<file path="config.mk">
export PLATFORM = sky130hd
export DESIGN_NAME = motor_current_vbus_sense_conditioner
export DESIGN_NICKNAME = d
export VERILOG_FILES = /design/src/rtl/core/mvs_pkg.sv /design/src/rtl/core/mvs_div.sv /design/src/rtl/core/mvs_wdog.sv /design/src/rtl/core/motor_current_vbus_sense_conditioner.sv
export SDC_FILE = /design/constraint.sdc
export NUM_CORES = 1
export LEC_CHECK = 0
export BUFFER_PORTS_ARGS = -buffer_cell sky130_fd_sc_hd__clkbuf_2
export CORE_UTILIZATION = 45
export CTS_CLUSTER_SIZE = 20
export DETAILED_ROUTE_END_ITERATION = 7
export PLACE_DENSITY_LB_ADDON = 0.3
export REMOVE_ABC_BUFFERS = 1
export SYNTH_ARGS = -nofsm -noshare
export SYNTH_HDL_FRONTEND = slang
export SYNTH_SLANG_ARGS = --single-unit
</file>
<file path="constraint.sdc">
create_clock -name clk -period 8.1 [get_ports clk]
set_clock_uncertainty 0.2 [all_clocks]
set_input_delay 1.62 -clock clk [delete_from_list [all_inputs] [get_ports clk]]
set_output_delay 1.62 -clock clk [all_outputs]
set_load 0.01 [all_outputs]
</file>
<file path="src/rtl/core/mvs_pkg.sv">
package mvs_pkg;

	// raw adc code width
	localparam int DATA_W = 16;
	// shared divider operand widths
	localparam int DVD_W = 32;
	localparam int DEN_W = 16;
	localparam int DIV_STEP_W = $clog2(DVD_W);

	// stream payload widths, padded to whole bytes
	localparam int IN_TDATA_W = 40;
	localparam int OUT_TDATA_W = 40;

	// configuration port
	localparam int CFG_ADDR_W = 3;

	// parameter defaults
	localparam int BLOCK_PAIRS_DEF = 16;
	localparam int LEARN_READS_DEF = 10;

	// register indexes
	typedef enum logic [CFG_ADDR_W-1:0] {
		REG_WATCH_LOW   = 3'd0,
		REG_WATCH_HIGH  = 3'd1,
		REG_OK_LOW      = 3'd2,
		REG_OK_HIGH     = 3'd3,
		REG_FAULT_LIMIT = 3'd4
	} cfg_idx_t;

	// function codes carried on tuser
	localparam logic FUNC_PAIR = 1'b0;
	localparam logic FUNC_READ = 1'b1;

	localparam logic [DATA_W-1:0] CODE_MAX = '1;

	localparam logic [DATA_W-1:0] WATCH_LOW_RST   = '0;
	localparam logic [DATA_W-1:0] WATCH_HIGH_RST  = CODE_MAX;
	localparam logic [DATA_W-1:0] OK_LOW_RST      = '0;
	localparam logic [DATA_W-1:0] OK_HIGH_RST     = CODE_MAX;
	localparam logic [DATA_W-1:0] FAULT_LIMIT_RST = 16'd32;

	typedef struct packed {
		logic [DATA_W-1:0] watch_low;
		logic [DATA_W-1:0] watch_high;
		logic [DATA_W-1:0] ok_low;
		logic [DATA_W-1:0] ok_high;
		logic [DATA_W-1:0] fault_limit;
	} wdog_cfg_t;

	typedef struct packed {
		logic              step;
		logic [DATA_W-1:0] sample;
		logic [DATA_W-1:0] bus_mean;
	} wdog_req_t;

	typedef struct packed {
		logic             start;
		logic [DVD_W-1:0] dividend;
		logic [DEN_W-1:0] divisor;
	} div_req_t;

	typedef struct packed {
		logic             done;
		logic [DVD_W-1:0] quotient;
	} div_rsp_t;

endpackage

</file>
<file path="src/rtl/core/mvs_div.sv">
// restoring divider, one quotient bit per cycle
module mvs_div import mvs_pkg::*; (
	input  logic     clk,
	input  logic     arst_n,
	input  div_req_t req,
	output div_rsp_t rsp
);

	logic                  busy_q;
	logic                  done_q;
	logic [DIV_STEP_W-1:0] step_q;
	logic [DVD_W-1:0]      dvd_q;
	logic [DEN_W-1:0]      den_q;
	logic [DEN_W-1:0]      rem_q;
	logic [DEN_W:0]        trial;
	logic                  fits;
	logic [DEN_W:0]        diff;

	assign trial = {rem_q, dvd_q[DVD_W-1]};
	assign fits  = trial >= {1'b0, den_q};
	assign diff  = trial - {1'b0, den_q};

	always_ff @(posedge clk or negedge arst_n) begin
		if (!arst_n) begin
			busy_q <= 1'b0;
			done_q <= 1'b0;
			step_q <= '0;
		end else begin
			done_q <= 1'b0;
			if (req.start) begin
				busy_q <= 1'b1;
				step_q <= '0;
			end else if (busy_q) begin
				step_q <= step_q + 1'b1;
				if (step_q == DIV_STEP_W'(DVD_W - 1)) begin
					busy_q <= 1'b0;
					done_q <= 1'b1;
				end
			end
		end
	end

	// payload, no reset
	always_ff @(posedge clk) begin
		if (req.start) begin
			dvd_q <= req.dividend;
			den_q <= req.divisor;
			rem_q <= '0;
		end else if (busy_q) begin
			dvd_q <= {dvd_q[DVD_W-2:0], fits};
			rem_q <= fits ? diff[DEN_W-1:0] : trial[DEN_W-1:0];
		end
	end

	assign rsp.done     = done_q;
	assign rsp.quotient = dvd_q;

endmodule

</file>
<file path="src/rtl/core/mvs_wdog.sv">
// bus watchdog: event counter and sticky fault
module mvs_wdog import mvs_pkg::*; (
	input  logic      clk,
	input  logic      arst_n,
	input  wdog_cfg_t cfg,
	input  wdog_req_t req,
	output logic      fault
);

	logic [DATA_W-1:0] count_q;
	logic              latched_q;
	logic              outside;
	logic              bus_ok;
	logic [DATA_W-1:0] count_inc;
	logic [DATA_W-1:0] count_new;

	assign outside = (req.sample < cfg.watch_low) || (req.sample > cfg.watch_high);
	assign bus_ok  = (req.bus_mean > cfg.ok_low) && (req.bus_mean < cfg.ok_high);

	always_comb begin
		count_inc = (count_q == CODE_MAX) ? count_q : count_q + 1'b1;
		count_new = bus_ok ? '0 : count_inc;
	end

	always_ff @(posedge clk or negedge arst_n) begin
		if (!arst_n) begin
			count_q   <= '0;
			latched_q <= 1'b0;
		end else if (req.step && outside) begin
			if (count_new > cfg.fault_limit) begin
				latched_q <= 1'b1;
				count_q   <= '0;
			end else begin
				count_q <= count_new;
			end
		end
	end

	assign fault = latched_q;

endmodule

</file>
<file path="src/rtl/core/motor_current_vbus_sense_conditioner.sv">
// motor current and bus voltage sense conditioner. each input beat is either an adc
// sample pair (tuser 0) or a read of the offset-corrected current mean (tuser 1);
// every input beat gives exactly one output beat. pairs are averaged per channel over
// BLOCK_PAIRS pairs; each finished current mean goes into a running sum and count
// unless the count is saturated; the bus mean is kept and reported on every output
// beat. a read divides sum by count, clears both, subtracts the learned offset
// (clamped at zero) and flags no_data when nothing was accumulated. the first
// LEARN_READS motor-off reads that find data set the offset. a bus sample outside the
// watch window counts an event, but an event while the bus mean sits strictly inside
// the ok window clears the count; a sticky fault latches once it exceeds fault_limit.
// timing: the block takes one beat at a time and drops tready from acceptance until
// its result is loaded into the output register. a pair not closing a block and a read
// with no data go straight to output, a pair closing a block first takes the current
// and then the bus mean, and a read waits for a radix-2 divider. the block means come
// from one multiply by the reciprocal of BLOCK_PAIRS, shared by the two channels,
// current first. while the output register still holds an untaken result, the next
// result waits in place until m_tready. the output register lets the next beat in
// while a result still waits for m_tready. configuration must be written by the user
// through cfg_we, cfg_addr and cfg_data only while the block is idle, which it does
// not enforce; indexes beyond the list are ignored.
module motor_current_vbus_sense_conditioner import mvs_pkg::*; #(
	parameter int BLOCK_PAIRS = BLOCK_PAIRS_DEF,
	parameter int LEARN_READS = LEARN_READS_DEF
) (
	input  logic                   clk,
	input  logic                   arst_n,
	// input stream
	input  logic                   s_tvalid,
	output logic                   s_tready,
	// [15:0] current_sample, [31:16] voltage_sample, [32] motor_enabled, [39:33] zero
	input  logic [IN_TDATA_W-1:0]  s_tdata,
	// [0] func
	input  logic                   s_tuser,
	// result stream
	output logic                   m_tvalid,
	input  logic                   m_tready,
	// [15:0] current_value, [31:16] bus_mean, [32] block_done, [33] no_data,
	// [34] fault, [35] offset_learning, [39:36] zero
	output logic [OUT_TDATA_W-1:0] m_tdata,
	// configuration write port
	input  logic                   cfg_we,
	input  logic [CFG_ADDR_W-1:0]  cfg_addr,
	input  logic [DATA_W-1:0]      cfg_data
);

	localparam int PIDX_W  = (BLOCK_PAIRS > 1) ? $clog2(BLOCK_PAIRS) : 1;
	localparam int BLK_SH  = $clog2(BLOCK_PAIRS);
	localparam int SUM_W   = DATA_W + BLK_SH;
	localparam int LEARN_W = $clog2(LEARN_READS + 1);

	// reciprocal of BLOCK_PAIRS, rounded up; exact for every block sum below 2**SUM_W
	localparam int RCP_SH = SUM_W + BLK_SH;
	localparam int RCP_W  = SUM_W + 2;
	localparam int PROD_W = SUM_W + RCP_W;
	localparam logic [RCP_W-1:0] RCP = RCP_W'(((64'd1 << RCP_SH) + 64'(BLOCK_PAIRS)
		- 64'd1) / 64'(BLOCK_PAIRS));

	typedef enum logic [2:0] {
		ST_IDLE,
		ST_CUR_MEAN,
		ST_VOL_MEAN,
		ST_RD_GO,
		ST_RD_WAIT,
		ST_OUT
	} state_t;

	state_t state_q;

	// configuration registers
	wdog_cfg_t cfg_q;

	// accumulation state
	logic [PIDX_W-1:0]  pair_idx_q;
	logic [SUM_W-1:0]   cur_sum_q;
	logic [SUM_W-1:0]   vol_sum_q;
	logic [DATA_W-1:0]  cur_mean_q;
	logic [DVD_W-1:0]   mean_sum_q;
	logic [DEN_W-1:0]   mean_cnt_q;
	logic [DATA_W-1:0]  bus_mean_q;
	logic [DATA_W-1:0]  offset_q;
	logic [LEARN_W-1:0] learn_cnt_q;

	// captured beat and pending result
	logic               motor_q;
	logic [DATA_W-1:0]  value_q;
	logic               done_flag_q;
	logic               no_data_q;

	// output register
	logic                   m_valid_q;
	logic [OUT_TDATA_W-1:0] m_data_q;

	// input field split
	logic              in_func;
	logic [DATA_W-1:0] in_cur;
	logic [DATA_W-1:0] in_vol;
	logic              in_motor;
	logic              in_fire;

	logic [SUM_W-1:0]  cur_sum_nx;
	logic [SUM_W-1:0]  vol_sum_nx;

	// block mean datapath
	logic [SUM_W-1:0]  blk_sum;
	logic [PROD_W-1:0] blk_prod;
	logic [DATA_W-1:0] blk_mean;

	// read datapath
	logic [DATA_W-1:0] rd_mean;
	logic              rd_learn;
	logic [DATA_W-1:0] rd_offset;

	div_req_t  div_req;
	div_rsp_t  div_rsp;
	wdog_req_t wd_req;
	logic      fault;
	logic      out_free;

	assign in_cur   = s_tdata[DATA_W-1:0];
	assign in_vol   = s_tdata[2*DATA_W-1:DATA_W];
	assign in_motor = s_tdata[2*DATA_W];
	assign in_func  = s_tuser;

	assign s_tready = (state_q == ST_IDLE);
	assign in_fire  = s_tvalid && s_tready;
	assign out_free = !m_valid_q || m_tready;

	assign cur_sum_nx = cur_sum_q + SUM_W'(in_cur);
	assign vol_sum_nx = vol_sum_q + SUM_W'(in_vol);

	// one multiplier serves both channels: current first, bus next
	assign blk_sum  = (state_q == ST_VOL_MEAN) ? vol_sum_q : cur_sum_q;
	assign blk_prod = PROD_W'(blk_sum) * PROD_W'(RCP);
	assign blk_mean = blk_prod[RCP_SH +: DATA_W];

	// divider only runs the read mean
	assign div_req.start    = (state_q == ST_RD_GO);
	assign div_req.dividend = mean_sum_q;
	assign div_req.divisor  = mean_cnt_q;

	mvs_div u_div (
		.clk    (clk),
		.arst_n (arst_n),
		.req    (div_req),
		.rsp    (div_rsp)
	);

	// watchdog sees the bus mean from before this pair
	assign wd_req.step     = in_fire && (in_func == FUNC_PAIR);
	assign wd_req.sample   = in_vol;
	assign wd_req.bus_mean = bus_mean_q;

	mvs_wdog u_wdog (
		.clk    (clk),
		.arst_n (arst_n),
		.cfg    (cfg_q),
		.req    (wd_req),
		.fault  (fault)
	);

	// offset learning and correction
	assign rd_mean   = div_rsp.quotient[DATA_W-1:0];
	assign rd_learn  = (learn_cnt_q < LEARN_W'(LEARN_READS)) && !motor_q;
	assign rd_offset = rd_learn ? rd_mean : offset_q;

	// configuration writes
	always_ff @(posedge clk or negedge arst_n) begin
		if (!arst_n) begin
			cfg_q.watch_low   <= WATCH_LOW_RST;
			cfg_q.watch_high  <= WATCH_HIGH_RST;
			cfg_q.ok_low      <= OK_LOW_RST;
			cfg_q.ok_high     <= OK_HIGH_RST;
			cfg_q.fault_limit <= FAULT_LIMIT_RST;
		end else if (cfg_we) begin
			unique case (cfg_idx_t'(cfg_addr))
				REG_WATCH_LOW:   cfg_q.watch_low   <= cfg_data;
				REG_WATCH_HIGH:  cfg_q.watch_high  <= cfg_data;
				REG_OK_LOW:      cfg_q.ok_low      <= cfg_data;
				REG_OK_HIGH:     cfg_q.ok_high     <= cfg_data;
				REG_FAULT_LIMIT: cfg_q.fault_limit <= cfg_data;
				default: begin
				end
			endcase
		end
	end

	// sequencer, accumulation state and output register
	always_ff @(posedge clk or negedge arst_n) begin
		if (!arst_n) begin
			state_q     <= ST_IDLE;
			pair_idx_q  <= '0;
			cur_sum_q   <= '0;
			vol_sum_q   <= '0;
			cur_mean_q  <= '0;
			mean_sum_q  <= '0;
			mean_cnt_q  <= '0;
			bus_mean_q  <= '0;
			offset_q    <= '0;
			learn_cnt_q <= '0;
			m_valid_q   <= 1'b0;
			motor_q     <= 1'b0;
			value_q     <= '0;
			done_flag_q <= 1'b0;
			no_data_q   <= 1'b0;
			m_data_q    <= '0;
		end else begin
			// load the result once the output register is free
			if ((state_q == ST_OUT) && out_free) begin
				m_valid_q <= 1'b1;
				m_data_q  <= {
					4'b0000,
					learn_cnt_q < LEARN_W'(LEARN_READS),
					fault,
					no_data_q,
					done_flag_q,
					bus_mean_q,
					value_q
				};
			end else if (m_tready) begin
				m_valid_q <= 1'b0;
			end
			unique case (state_q)
				ST_IDLE: begin
					if (in_fire) begin
						motor_q     <= in_motor;
						value_q     <= '0;
						done_flag_q <= 1'b0;
						no_data_q   <= 1'b0;
						if (in_func == FUNC_PAIR) begin
							cur_sum_q <= cur_sum_nx;
							vol_sum_q <= vol_sum_nx;
							if (pair_idx_q == PIDX_W'(BLOCK_PAIRS - 1)) begin
								// block closes: average both sums
								pair_idx_q <= '0;
								state_q    <= ST_CUR_MEAN;
							end else begin
								pair_idx_q <= pair_idx_q + 1'b1;
								state_q    <= ST_OUT;
							end
						end else if (mean_cnt_q == '0) begin
							no_data_q <= 1'b1;
							state_q   <= ST_OUT;
						end else begin
							state_q <= ST_RD_GO;
						end
					end
				end
				ST_CUR_MEAN: begin
					cur_mean_q <= blk_mean;
					cur_sum_q  <= '0;
					state_q    <= ST_VOL_MEAN;
				end
				ST_VOL_MEAN: begin
					// saturated count drops the block mean
					if (mean_cnt_q != CODE_MAX) begin
						mean_sum_q <= mean_sum_q + DVD_W'(cur_mean_q);
						mean_cnt_q <= mean_cnt_q + 1'b1;
					end
					bus_mean_q  <= blk_mean;
					vol_sum_q   <= '0;
					done_flag_q <= 1'b1;
					state_q     <= ST_OUT;
				end
				ST_RD_GO: begin
					state_q <= ST_RD_WAIT;
				end
				ST_RD_WAIT: begin
					if (div_rsp.done) begin
						mean_sum_q <= '0;
						mean_cnt_q <= '0;
						if (rd_learn) begin
							offset_q    <= rd_mean;
							learn_cnt_q <= learn_cnt_q + 1'b1;
						end
						value_q <= (rd_mean >= rd_offset) ? rd_mean - rd_offset : '0;
						state_q <= ST_OUT;
					end
				end
				ST_OUT: begin
					if (out_free) begin
						state_q <= ST_IDLE;
					end
				end
				default: begin
					state_q <= ST_IDLE;
				end
			endcase
		end
	end

	assign m_tvalid = m_valid_q;
	assign m_tdata  = m_data_q;

endmodule

</file>
Yosys cells after proc, flatten, opt, wreduce, memory -nomap -nowiden
Index checks and enable logic that the tools add are counted.
{"block": "classes", "reduce_logical": 35, "bitwise": 1, "n_addsub": 10, "muxes": 46, "eq_ne": 18, "magnitude_cmp": 8}
{"operator": "$mux W16", "n": 10}
{"operator": "$mux W32", "n": 4}
{"operator": "$mux W20", "n": 5}
{"operator": "$pmux W20 S2", "n": 2}
{"operator": "$pmux W16 S2", "n": 2}
{"operator": "$pmux W32 S2", "n": 1}
{"operator": "$gt A16 B16 Y1", "n": 3}
{"operator": "$add A20 B16 Y20", "n": 2}
{"operator": "$add A16 B1 Y16 const B", "n": 2}
{"operator": "$add A32 B16 Y32", "n": 1}
{"operator": "$lt A16 B16 Y1", "n": 2}
{"operator": "$sub A16 B16 Y16", "n": 2}
{"operator": "$reduce_and A3 Y1", "n": 7}
{"operator": "$mux W3", "n": 6}
{"operator": "$pmux W3 S6", "n": 1}
{"operator": "$reduce_and A2 Y1", "n": 9}
{"operator": "$ge A17 B16 Y1", "n": 1}
{"operator": "$eq A16 B16 Y1 const B", "n": 1}
{"operator": "$ge A16 B16 Y1", "n": 1}
{"operator": "$logic_not A16 Y1", "n": 1}
{"operator": "$ne A16 B16 Y1 const B", "n": 1}
{"operator": "$eq A3 B2 Y1 const B", "n": 4}
{"operator": "$reduce_bool A2 Y1", "n": 6}
{"operator": "$mux W1", "n": 11}
{"operator": "other kinds (17)", "n": 33}
{"block": "totals", "out_inout_bits": 42, "input_bits": 65, "wordCells": 147, "register_bits": 371}

Logic depth before layout (Yosys ltp)
Gate-level depths: netlist (run 1).
{"block": "depth", "word_depth": 7, "depth_mapped": 22, "mapped_depth_nobuf": 19}

By module
A second synthesis (run 1) with hierarchy kept.
{"block": "unflattened", "hier_cells": 2064, "hier_area_um2": 21511.9}
{"mod": "motor_current_vbus_sense_conditioner", "cells_each": 1309, "instances": 1, "seq_area_each_um2": 7123.1, "area_each_um2": 14506.4}
{"mod": "mvs_div", "cells_each": 321, "instances": 1, "seq_area_each_um2": 1936.9, "area_each_um2": 3794.9}
{"mod": "mvs_wdog", "cells_each": 434, "instances": 1, "seq_area_each_um2": 425.4, "area_each_um2": 3210.6}

Worst setup path before layout (run 1)
Ideal clock, no wire load.
{"block": "synth_timing", "path_type": "register -> register", "start": "register bus_mean_q[15]", "end": "register u_wdog.count_q[0]", "setup_slack_ns": 3.842, "setup_ns": 0.122, "required_ns": 7.778, "arrival_time_ns": 3.937, "path_stages_with_launch": 19, "path_cell_list": "dfrtp_1 ha_1 nand4_1 or3_1 o221a_1 nor4_1 buf_2 buf_1 nor2_1 ha_1 and3_1 nand4_1 or2_1 o21ai_0 o22a_1 or2_1 clkbuf_1 o21ai_1 a32o_1"}
{"block": "synth_via", "elab_chain_len": 5, "word_cells_on_any_way": 6}
{"element": "from (decl)", "line": "motor_current_vbus_sense_conditioner.sv:79", "text": "logic [DATA_W-1:0] bus_mean_q;"}
{"element": "from (signal assigned)", "line": "motor_current_vbus_sense_conditioner.sv:259", "text": "bus_mean_q <= blk_mean;"}
{"element": "$gt A16 B16 Y1 / $lt A16 B16 Y1 (equally long branches)", "line": "mvs_wdog.sv:18", "text": "assign bus_ok = (req.bus_mean > cfg.ok_low) && (req.bus_mean < cfg.ok_high);"}
{"element": "$logic_and A1 B1 Y1 (*)", "line": "mvs_wdog.sv:18"}
{"element": "$mux W16 (*)", "line": "mvs_wdog.sv:22", "text": "count_new = bus_ok ? '0 : count_inc;"}
{"element": "$gt A16 B16 Y1", "line": "mvs_wdog.sv:30", "text": "if (count_new > cfg.fault_limit) begin"}
{"element": "$mux W16 (*)", "line": "mvs_wdog.sv:30"}
{"element": "to (signal assigned)", "line": "mvs_wdog.sv:34", "text": "count_q <= count_new;"}
{"element": "to (decl)", "line": "mvs_wdog.sv:10", "text": "logic [DATA_W-1:0] count_q;"}
Every way passes the cells marked *; elsewhere a longest branch is shown, timed or not.
A chain may end at the register's enable or synchronous reset.

Final worst setup path (run 1)
{"block": "layout_timing", "start": "register u_wdog.count_q[0]", "end": "register u_wdog.count_q[1]"}
{"block": "layout_via", "elab_chain_len": 5, "word_cells_on_any_way": 6}
{"element": "$add A16 B1 Y16 / $eq A16 B16 Y1 (equally long branches)", "line": "mvs_wdog.sv:21", "text": "count_inc = (count_q == CODE_MAX) ? count_q : count_q + 1'b1;"}
{"element": "$mux W16 (*)", "line": "mvs_wdog.sv:21"}
{"element": "$mux W16 (*)", "line": "mvs_wdog.sv:22"}
{"element": "$gt A16 B16 Y1", "line": "mvs_wdog.sv:30"}
{"element": "$mux W16 (*)", "line": "mvs_wdog.sv:30"}
Marks and branches as above.

==> results of run 1 <==
==> placed cells by master (no fill, tap or decap), types with 9 or more instances in the layout <==
master and instances:
o21ai_1 24, nor2_1 117, ha_1 165, o21ai_0 167, mux2_2 92, nor2b_1 22
and3_1 17, dfrtp_1 274, o31ai_1 15, buf_4 20, dfxtp_1 16, dfstp_2 33
a21oi_1 124, nor3_1 21, mux2i_1 25, edfxtp_1 48, nand4_1 36, xnor2_1 40
inv_1 126, xor2_1 54, o211ai_1 10, or3_1 21, o21bai_1 13, a21o_1 47
nand2b_1 24, and2_1 9, a211oi_1 15, clkbuf_2 94, clkbuf_1 9, clkbuf_16 43
nand3_1 62, nand2_1 315
==> metrics by stage <==
| stage | power, W | hold WS [ps] | std cells | cell area [sq um] | utilization |
|---|---|---|---|---|---|
| final | 0.00797 | 262 | 2847 | 23300 | 0.513 |
| after detailed placement | 0.00601 | 253 | 2769 | 21800 | 0.481 |
| after CTS | 0.00802 | 267 | 2846 | 23300 | 0.513 |
| after global placement | 0.00588 | 247 | 2769 | 21800 | 0.481 |
| after global routing | 0.00859 | 292 | 2847 | 23300 | 0.513 |
| after floorplan | 0.00515 | 222 | 2053 | 20400 | - |
==> layer usage <==
| metal | up-vias | track usage | routed length [microns] |
|---|---|---|---|
| met5 | - | 0 | 0 |
| met4 | 0 | 0.0519 | 975 |
| met3 | 65 | 0.0361 | 1950 |
| met2 | 235 | 0.311 | 20200 |
| met1 | 7385 | 0.295 | 23200 |
| li1 | 7671 | - | - |
==> cell type report <==
type,instances,area [sq um]
Antenna cell,1,2.50
Clock buffer,59,1210
Clock inverter,18,226
Fill cell,4141,22100
Inverter,127,477
Multi-Input combinational cell,1555,10500
Sequential cell,371,9490
Tap cell,600,751
Timing Repair Buffer,116,656
==> final timing paths <==
kind	end	slack, ps	cells past startpoint
worst min-delay path	u_wdog.fault$_DFFE_PN0P_	260	1
min in group asynchronous	cfg_q[65]$_DFFE_PN0P_	950	1
worst max register to register	u_wdog.count_q[1]$_DFFE_PN0P_	3280	17
worst min register to register	u_wdog.fault$_DFFE_PN0P_	260	1
worst max-delay path	u_wdog.count_q[1]$_DFFE_PN0P_	3280	17
max in group asynchronous	u_wdog.count_q[7]$_DFFE_PN0P_	5260	2
==> power breakdown <==
part	internal (W)	switching [W]	total, W
Combinational	0.00137	0.00178	0.00315
Sequential	0.00244	0.000408	0.00285
Clock	0.00120	0.000773	0.00197
==> flip-flops by register name (all words and copies together), names as in the netlist, 3 cells and up <==
register / flops
pair_idx_q: 4
u_div.dvd_q: 32
mean_sum_q: 32
cfg_q: 80
u_div.den_q: 16
vol_sum_q: 20
state_q: 3
u_div.rem_q: 16
u_div.step_q: 5
u_wdog.count_q: 16
m_tdata: 36
learn_cnt_q: 4
offset_q: 16
mean_cnt_q: 16
cur_mean_q: 16
bus_mean_q: 16
value_q: 16
cur_sum_q: 20
==> critical path, stage by stage (launching register included) <==
cell and delay, ps:
dfrtp_1 410, ha_1 210, nand2_1 90, or2_1 300, nor3_1 850, or3_1 300, o21ai_0 100, a21oi_1 170
ha_1 270, a21oi_1 150, nor2b_1 50, o21ai_0 150, a21oi_1 90, o21bai_1 150, o22a_1 250, nor2_1 450
nand2_1 300, o2bb2ai_1 250
==> logic make-up after synthesis <==
group	count (synthesis)	synth area share
and+or+nand+nor	682	0.151
xor gates and xnor gates	94	0.0398
muxes	117	0.0621
AOI/OAI and AO/OA	488	0.145
DFF	371	0.458
adders and majority gates	170	0.105
other	1	0.000181
buffers and inverters	206	0.0391
==> reports/qor.yml, run 1 <==
timing:
  setup_viol: 0
  hold_viol_final: 0
  worst_pin_slew_ps: 1210
  relSlewSlack: 0.196
  max_freq_mhz: 208
  tns_ps: 0
  layout_min_cycle_time_ps: 4820
  finalMaxSlewViolations: 0
  worst_slack_ps: 3280
  post-route-period-util: 0.595
  rsz0062_at_grt: "false"
worst_setup_path:
  crit_required_ps: 8370
  r2r_start: "u_wdog.count_q[0]$_DFFE_PN0P_"
  path_max_fanout: 11
  critPathLaunchType: "flop"
  startpoint: "u_wdog.count_q[0]$_DFFE_PN0P_"
  crit_type: "reg -> reg"
  crit_path_end_kind: "flop"
  critPathArrivalTime_ps: 5090
synth:
  yosysMostFrequentCell: "nand2_1"
  ys_warn_count: 0
  async_reset_ff_frac: 0.827
  synth-seq-cells: 371
  synth_ff_type: "dfrtp_1"
  yosysSeqAreaShare: 0.458
  synth_area_sq_um: 20700
  synth.top_cell.area_share: 0.331
  yosysUniqueCellTypes: 83
  yosys-top-cells-area: "dfrtp_1 33%, ha_1 10%, edfxtp_1 7.0%"
  synth_area_per_cell_sq_um: 9.72
  synth-edff-count: 48
  synth_commonest_cells: "315 x nand2_1, 274 x dfrtp_1, 167 x o21ai_0"
  syn_inst: 2129
  synth_top_area_cell: "dfrtp_1"
grt:
  antenna_found_initial: 1
  grt_pass1_wl_microns: 77600
  grt_pass1_vias: 15200
  grt_max_degree: 119
  grt_util_all_layers: 0.203
  grt.overflow.total: 0
power:
  p_leak_nw: 11.0
  vdd.ir_drop.worst_mv: 0.161
  powerDensity_nw_per_um2: 342
floorplanning:
  core_area_sq_um: 45400
  num_rows: 78
  start_util: 0.456
  die_y_microns: 216
  io_pins: 107
  die_w_microns: 216
  die-area_sq_um: 46900
clock_tree:
  holdBufCountCts: 0
  path_clk_slew_ps: 60
  cts_setup_buffers: 0
  insertion_delay_ps: 560
  cts_sinks: 371
  htree_num_levels: 2
  cts_made_buffers: 42
  cts_tree: "done"
  clock_path_buffers: 3
  root_buffer: "clkbuf_16"
  postCtsResizedCells: 0
worst_hold_path:
  hp-class: "reg -> reg"
  min_from: "u_wdog.fault$_DFFE_PN0P_"
cells_and_area:
  nNetsFinal: 2448
  synthToLayoutAreaGrowth_pct: 12.4
  drive_gt1_frac: 0.147
placed_design:
  gp_congestion: 0.841
  post-place-ws_ps: 2990
  portBuffers: 95
  dpl.hpwl_microns: 33400
detailed_routing:
  drtIter0Drc: 827
  via_count: 15400
  ant_nets: 0
  drt_first_pass_iters: 5
  wire_per_inst_microns: 16.2
  vias_per_cell: 5.39
  wl_microns: 46300
  remaining_drc_errors: 0
outcome:
  status: "complete, no violations"
job:
  maxCapViolations: 0
Power figures use the tool's default switching activity.
==> inputs of run 2 (changes only) <==
--- a/config.mk
+++ b/config.mk
@@ -5,6 +5,7 @@
 export SDC_FILE = /design/constraint.sdc
 export NUM_CORES = 1
 export LEC_CHECK = 0
+export ABC_AREA = 1
 export BUFFER_PORTS_ARGS = -buffer_cell sky130_fd_sc_hd__clkbuf_2
 export CORE_UTILIZATION = 45
 export CTS_CLUSTER_SIZE = 20
==> constraint.sdc (replaced) <==
create_clock -name clk -period 4.3 [get_ports clk]
set_clock_uncertainty 0.2 [all_clocks]
set_input_delay 0.86 -clock clk [delete_from_list [all_inputs] [get_ports clk]]
set_output_delay 0.86 -clock clk [all_outputs]
set_load 0.01 [all_outputs]
==> reports/qor.yml, run 2 <==
power:
  powerDensity_nw_per_um2: 636  # +86%
  combinationalPowerShare: 0.418  # +0.023
  intPower_w: 0.00932  # +86%
  p_total_w: 0.0159  # +99%
  swShare: 0.412  # +0.0402
  p_clk_frac: 0.250  # +0.002
  p_sw_w: 0.00654  # +120%
  vdd.ir_drop.worst_mv: 0.372  # +130%
  p_seq_frac: 0.332  # -0.025
  p_leak_nw: 12.8  # +16%
grt:
  grt.overflow.total: 0  # unchanged
  antenna_found_initial: 3  # +2
  grt_pass1_wl_microns: 93000  # +20%
  grt_pass1_vias: 18300  # +21%
  grt_max_degree: 93  # -22%
  grt_util_all_layers: 0.228  # +0.0253
clock_tree:
  cts_sinks: 371  # unchanged
  insertion_delay_ps: 600  # +40 ps
  holdBufCountCts: 0  # unchanged
  htree_num_levels: 2  # unchanged
  root_buffer: "clkbuf_16"
  cts_made_buffers: 44  # +4.8%
  cts_tree: "done"
  cts_setup_buffers: 0  # unchanged
  path_clk_slew_ps: 60  # about the same
  clock_path_buffers: 3  # unchanged
  postCtsResizedCells: 0  # unchanged
floorplanning:
  io_pins: 107  # unchanged
  core_area_sq_um: 48800  # +7.6%
  die-area_sq_um: 50300  # +7.3%
  die_w_microns: 224  # +3.6%
  num_rows: 81  # +3.8%
  start_util: 0.455  # -0.00129
  die_y_microns: 224  # +3.6%
synth:
  yosysSeqAreaShare: 0.427  # -0.0313
  yosysMostFrequentCell: "nand2_1"
  synth.top_cell.area_share: 0.309  # -0.0227
  async_reset_ff_frac: 0.827  # unchanged
  synth-seq-cells: 371  # unchanged
  ys_warn_count: 0  # unchanged
  synth_ff_type: "dfrtp_1"
  yosysUniqueCellTypes: 53  # -36%
  synth_top_area_cell: "dfrtp_1"
  synth-edff-count: 48  # unchanged
  synth_area_sq_um: 22200  # +7.3%
  synth_commonest_cells: "858 x nand2_1, 368 x inv_1, 305 x o21ai_0"
  synth_area_per_cell_sq_um: 7.65  # -21%
  yosys-top-cells-area: "dfrtp_1 31%, nand2_1 14%, ha_1 9.3%"
  syn_inst: 2904  # +36%
cells_and_area:
  drive_gt1_frac: 0.0901  # -0.0568
  multi_input_area_sq_um: 11000  # +5.1%
  final_cells: 3698  # +30%
  nFillCells: 4740  # +14%
  largest_reg_flops: 80  # unchanged
  layout_commonest_cell: "nand2_1"
  layout_common_cells: "858 x nand2_1, 368 x inv_1, 305 x o21ai_0"
  seq_area_sq_um: 9490  # unchanged
  nNetsFinal: 3228  # +32%
  synthToLayoutAreaGrowth_pct: 12.3  # about the same
  utilization: 0.511  # -0.00179
  regMostFlops: "cfg_q"
timing:
  relSlewSlack: 0.250  # +0.0539
  tns_ps: 0  # unchanged
  finalMaxSlewViolations: 0  # unchanged
  layout_min_cycle_time_ps: 3800  # -1020 ps
  hold_viol_final: 0  # unchanged
  max_freq_mhz: 263  # +27%
  setup_viol: 0  # unchanged
  worst_pin_slew_ps: 1120  # -84.0 ps
  rsz0062_at_grt: "false"
  post-route-period-util: 0.883  # +0.288
worst_setup_path:
  critPathLaunchType: "flop"
  cp_top_family: "simple AND/OR/NAND/NOR gates"
  path_max_fanout: 32  # +21
  crit_type: "reg -> reg"
  crit_required_ps: 4610  # -3760 ps
  worstPathCellList: "inv_1, ha_1, a21oi_1, nor2_1, nor3_1, nand2_1, nand2_1, nand3_1, buf_4, nand2_1, inv_1, ha_1, nand2_1, nor3_1, nand4_1, nand2_1, nand3_1, o21ai_0"
  path_buf_inv: 3  # +3
  worst_path_largest_cell_delay_ps: 530  # -320 ps
  path_common_cell: "nand2_1"
  slowest_stage: "dfstp_2"
  crit_path_end_kind: "flop"
  critPathArrivalTime_ps: 4110  # -980 ps
detailed_routing:
  vias_per_cell: 5.19  # -3.7%
  via_count: 19200  # +25%
  drt_first_pass_iters: 7  # +2
  wire_per_inst_microns: 15.3  # -6.1%
  remaining_drc_errors: 0  # unchanged
  ant_nets: 0  # unchanged
  drtIter0Drc: 1360  # +64%
  wl_microns: 56400  # +22%
placed_design:
  gp_congestion: 0.906  # +7.6%
  dpl.hpwl_microns: 42000  # +26%
  dp_cells: 3611  # +30%
  portBuffers: 95  # unchanged
job:
  maxCapViolations: 0  # unchanged
outcome:
  status: "complete, no violations"
worst_hold_path:
  hp-class: "in -> async"
==> run 2: changes by cell type in the layout (fill, tap and decap cells not counted), moves of 25 or more <==
cell     previous run  this run
a21o_1             47        11
inv_1             126       368
mux2_2             92        16
mux2i_1            25         0
nand2_1           315       858
nand3_1            62       165
nor2_1            117       200
o21ai_0           167       305
xor2_1             54        14
==> run 2: worst register-to-register path, cell delays in order (launching register included) <==
cell     delay [ps]
dfstp_2         530
inv_1            40
ha_1            300
a21oi_1         130
nor2_1           50
nor3_1          140
nand2_1         120
nand2_1          70
nand3_1          80
buf_4           250
nand2_1         100
inv_1            50
ha_1            280
nand2_1          90
nor3_1          300
nand4_1         120
nand2_1         510
nand3_1         160
o21ai_0         190
==> run 2: per-stage QoR <==
stage	hold WS [ps]	cell area (sq um)	setup slack, ps
after global routing	125	24900	111
final	72.1	25000	503
after global placement	243	23400	688
after floorplan	224	21900	-309
after CTS	121	24900	543
after detailed placement	256	23400	561
==> run 2: logic make-up after synthesis <==
logic type / share of synthesized area
xor+xnor: 0.0170
simple gates: 0.250
other cells: 0.000169
fa+ha+maj: 0.0974
flops: 0.427
buf+inv: 0.0794
mux: 0.00811
compound gates: 0.121
==> run 2: power groups by stage <==
stage	clock [W]	sequential, W	combinational, W
after floorplan	0	0.00518	0.00468
after global placement	0	0.00528	0.00642
after detailed placement	0	0.00532	0.00656
after CTS	0.00406	0.00527	0.00662
after global routing	0.00419	0.00538	0.00757
final	0.00396	0.00527	0.00663
==> run 2: final cells by class <==
| type | count | share of cell area |
|---|---|---|
| timing repair buffer | 111 | 0.0258 |
| clock buffer | 62 | 0.0517 |
| antenna | 5 | 0.000501 |
| tap | 664 | 0.0333 |
| clock inverter | 20 | 0.0111 |
| multi-input combinational | 2087 | 0.440 |
| inverter | 378 | 0.0570 |
| sequential | 371 | 0.380 |
==> run 2: path summary, 6_finish.rpt <==
| path | start | slack (ps) | depth (start not counted) | end |
|---|---|---|---|---|
| setup / recovery | cfg_q[21]$_DFFE_PN1P_ | 500 | 18 | u_wdog.count_q[0]$_DFFE_PN0P_ |
| hold / removal | arst_n | 70 | 1 | m_tdata[2]$_DFFE_PN0P_ |
| setup reg to reg | cfg_q[21]$_DFFE_PN1P_ | 500 | 18 | u_wdog.count_q[0]$_DFFE_PN0P_ |
| hold reg to reg | u_wdog.fault$_DFFE_PN0P_ | 270 | 2 | u_wdog.fault$_DFFE_PN0P_ |
| max in group asynchronous | arst_n | 2890 | 2 | cfg_q[16]$_DFFE_PN1P_ |
| min in group clk | u_wdog.fault$_DFFE_PN0P_ | 270 | 2 | u_wdog.fault$_DFFE_PN0P_ |
==> run 2: per-layer routing <==
layer / wire length [microns] / vias to the layer above / GRT usage / share of wire
met1: 27400 / 9076 / 0.324 / 0.48
met5: 13 / - / 0 / 0.00023
met3: 2480 / 80 / 0.0358 / 0.044
li1: - / 9651 / - / -
met4: 1040 / 2 / 0.0590 / 0.018
met2: 25600 / 390 / 0.363 / 0.45
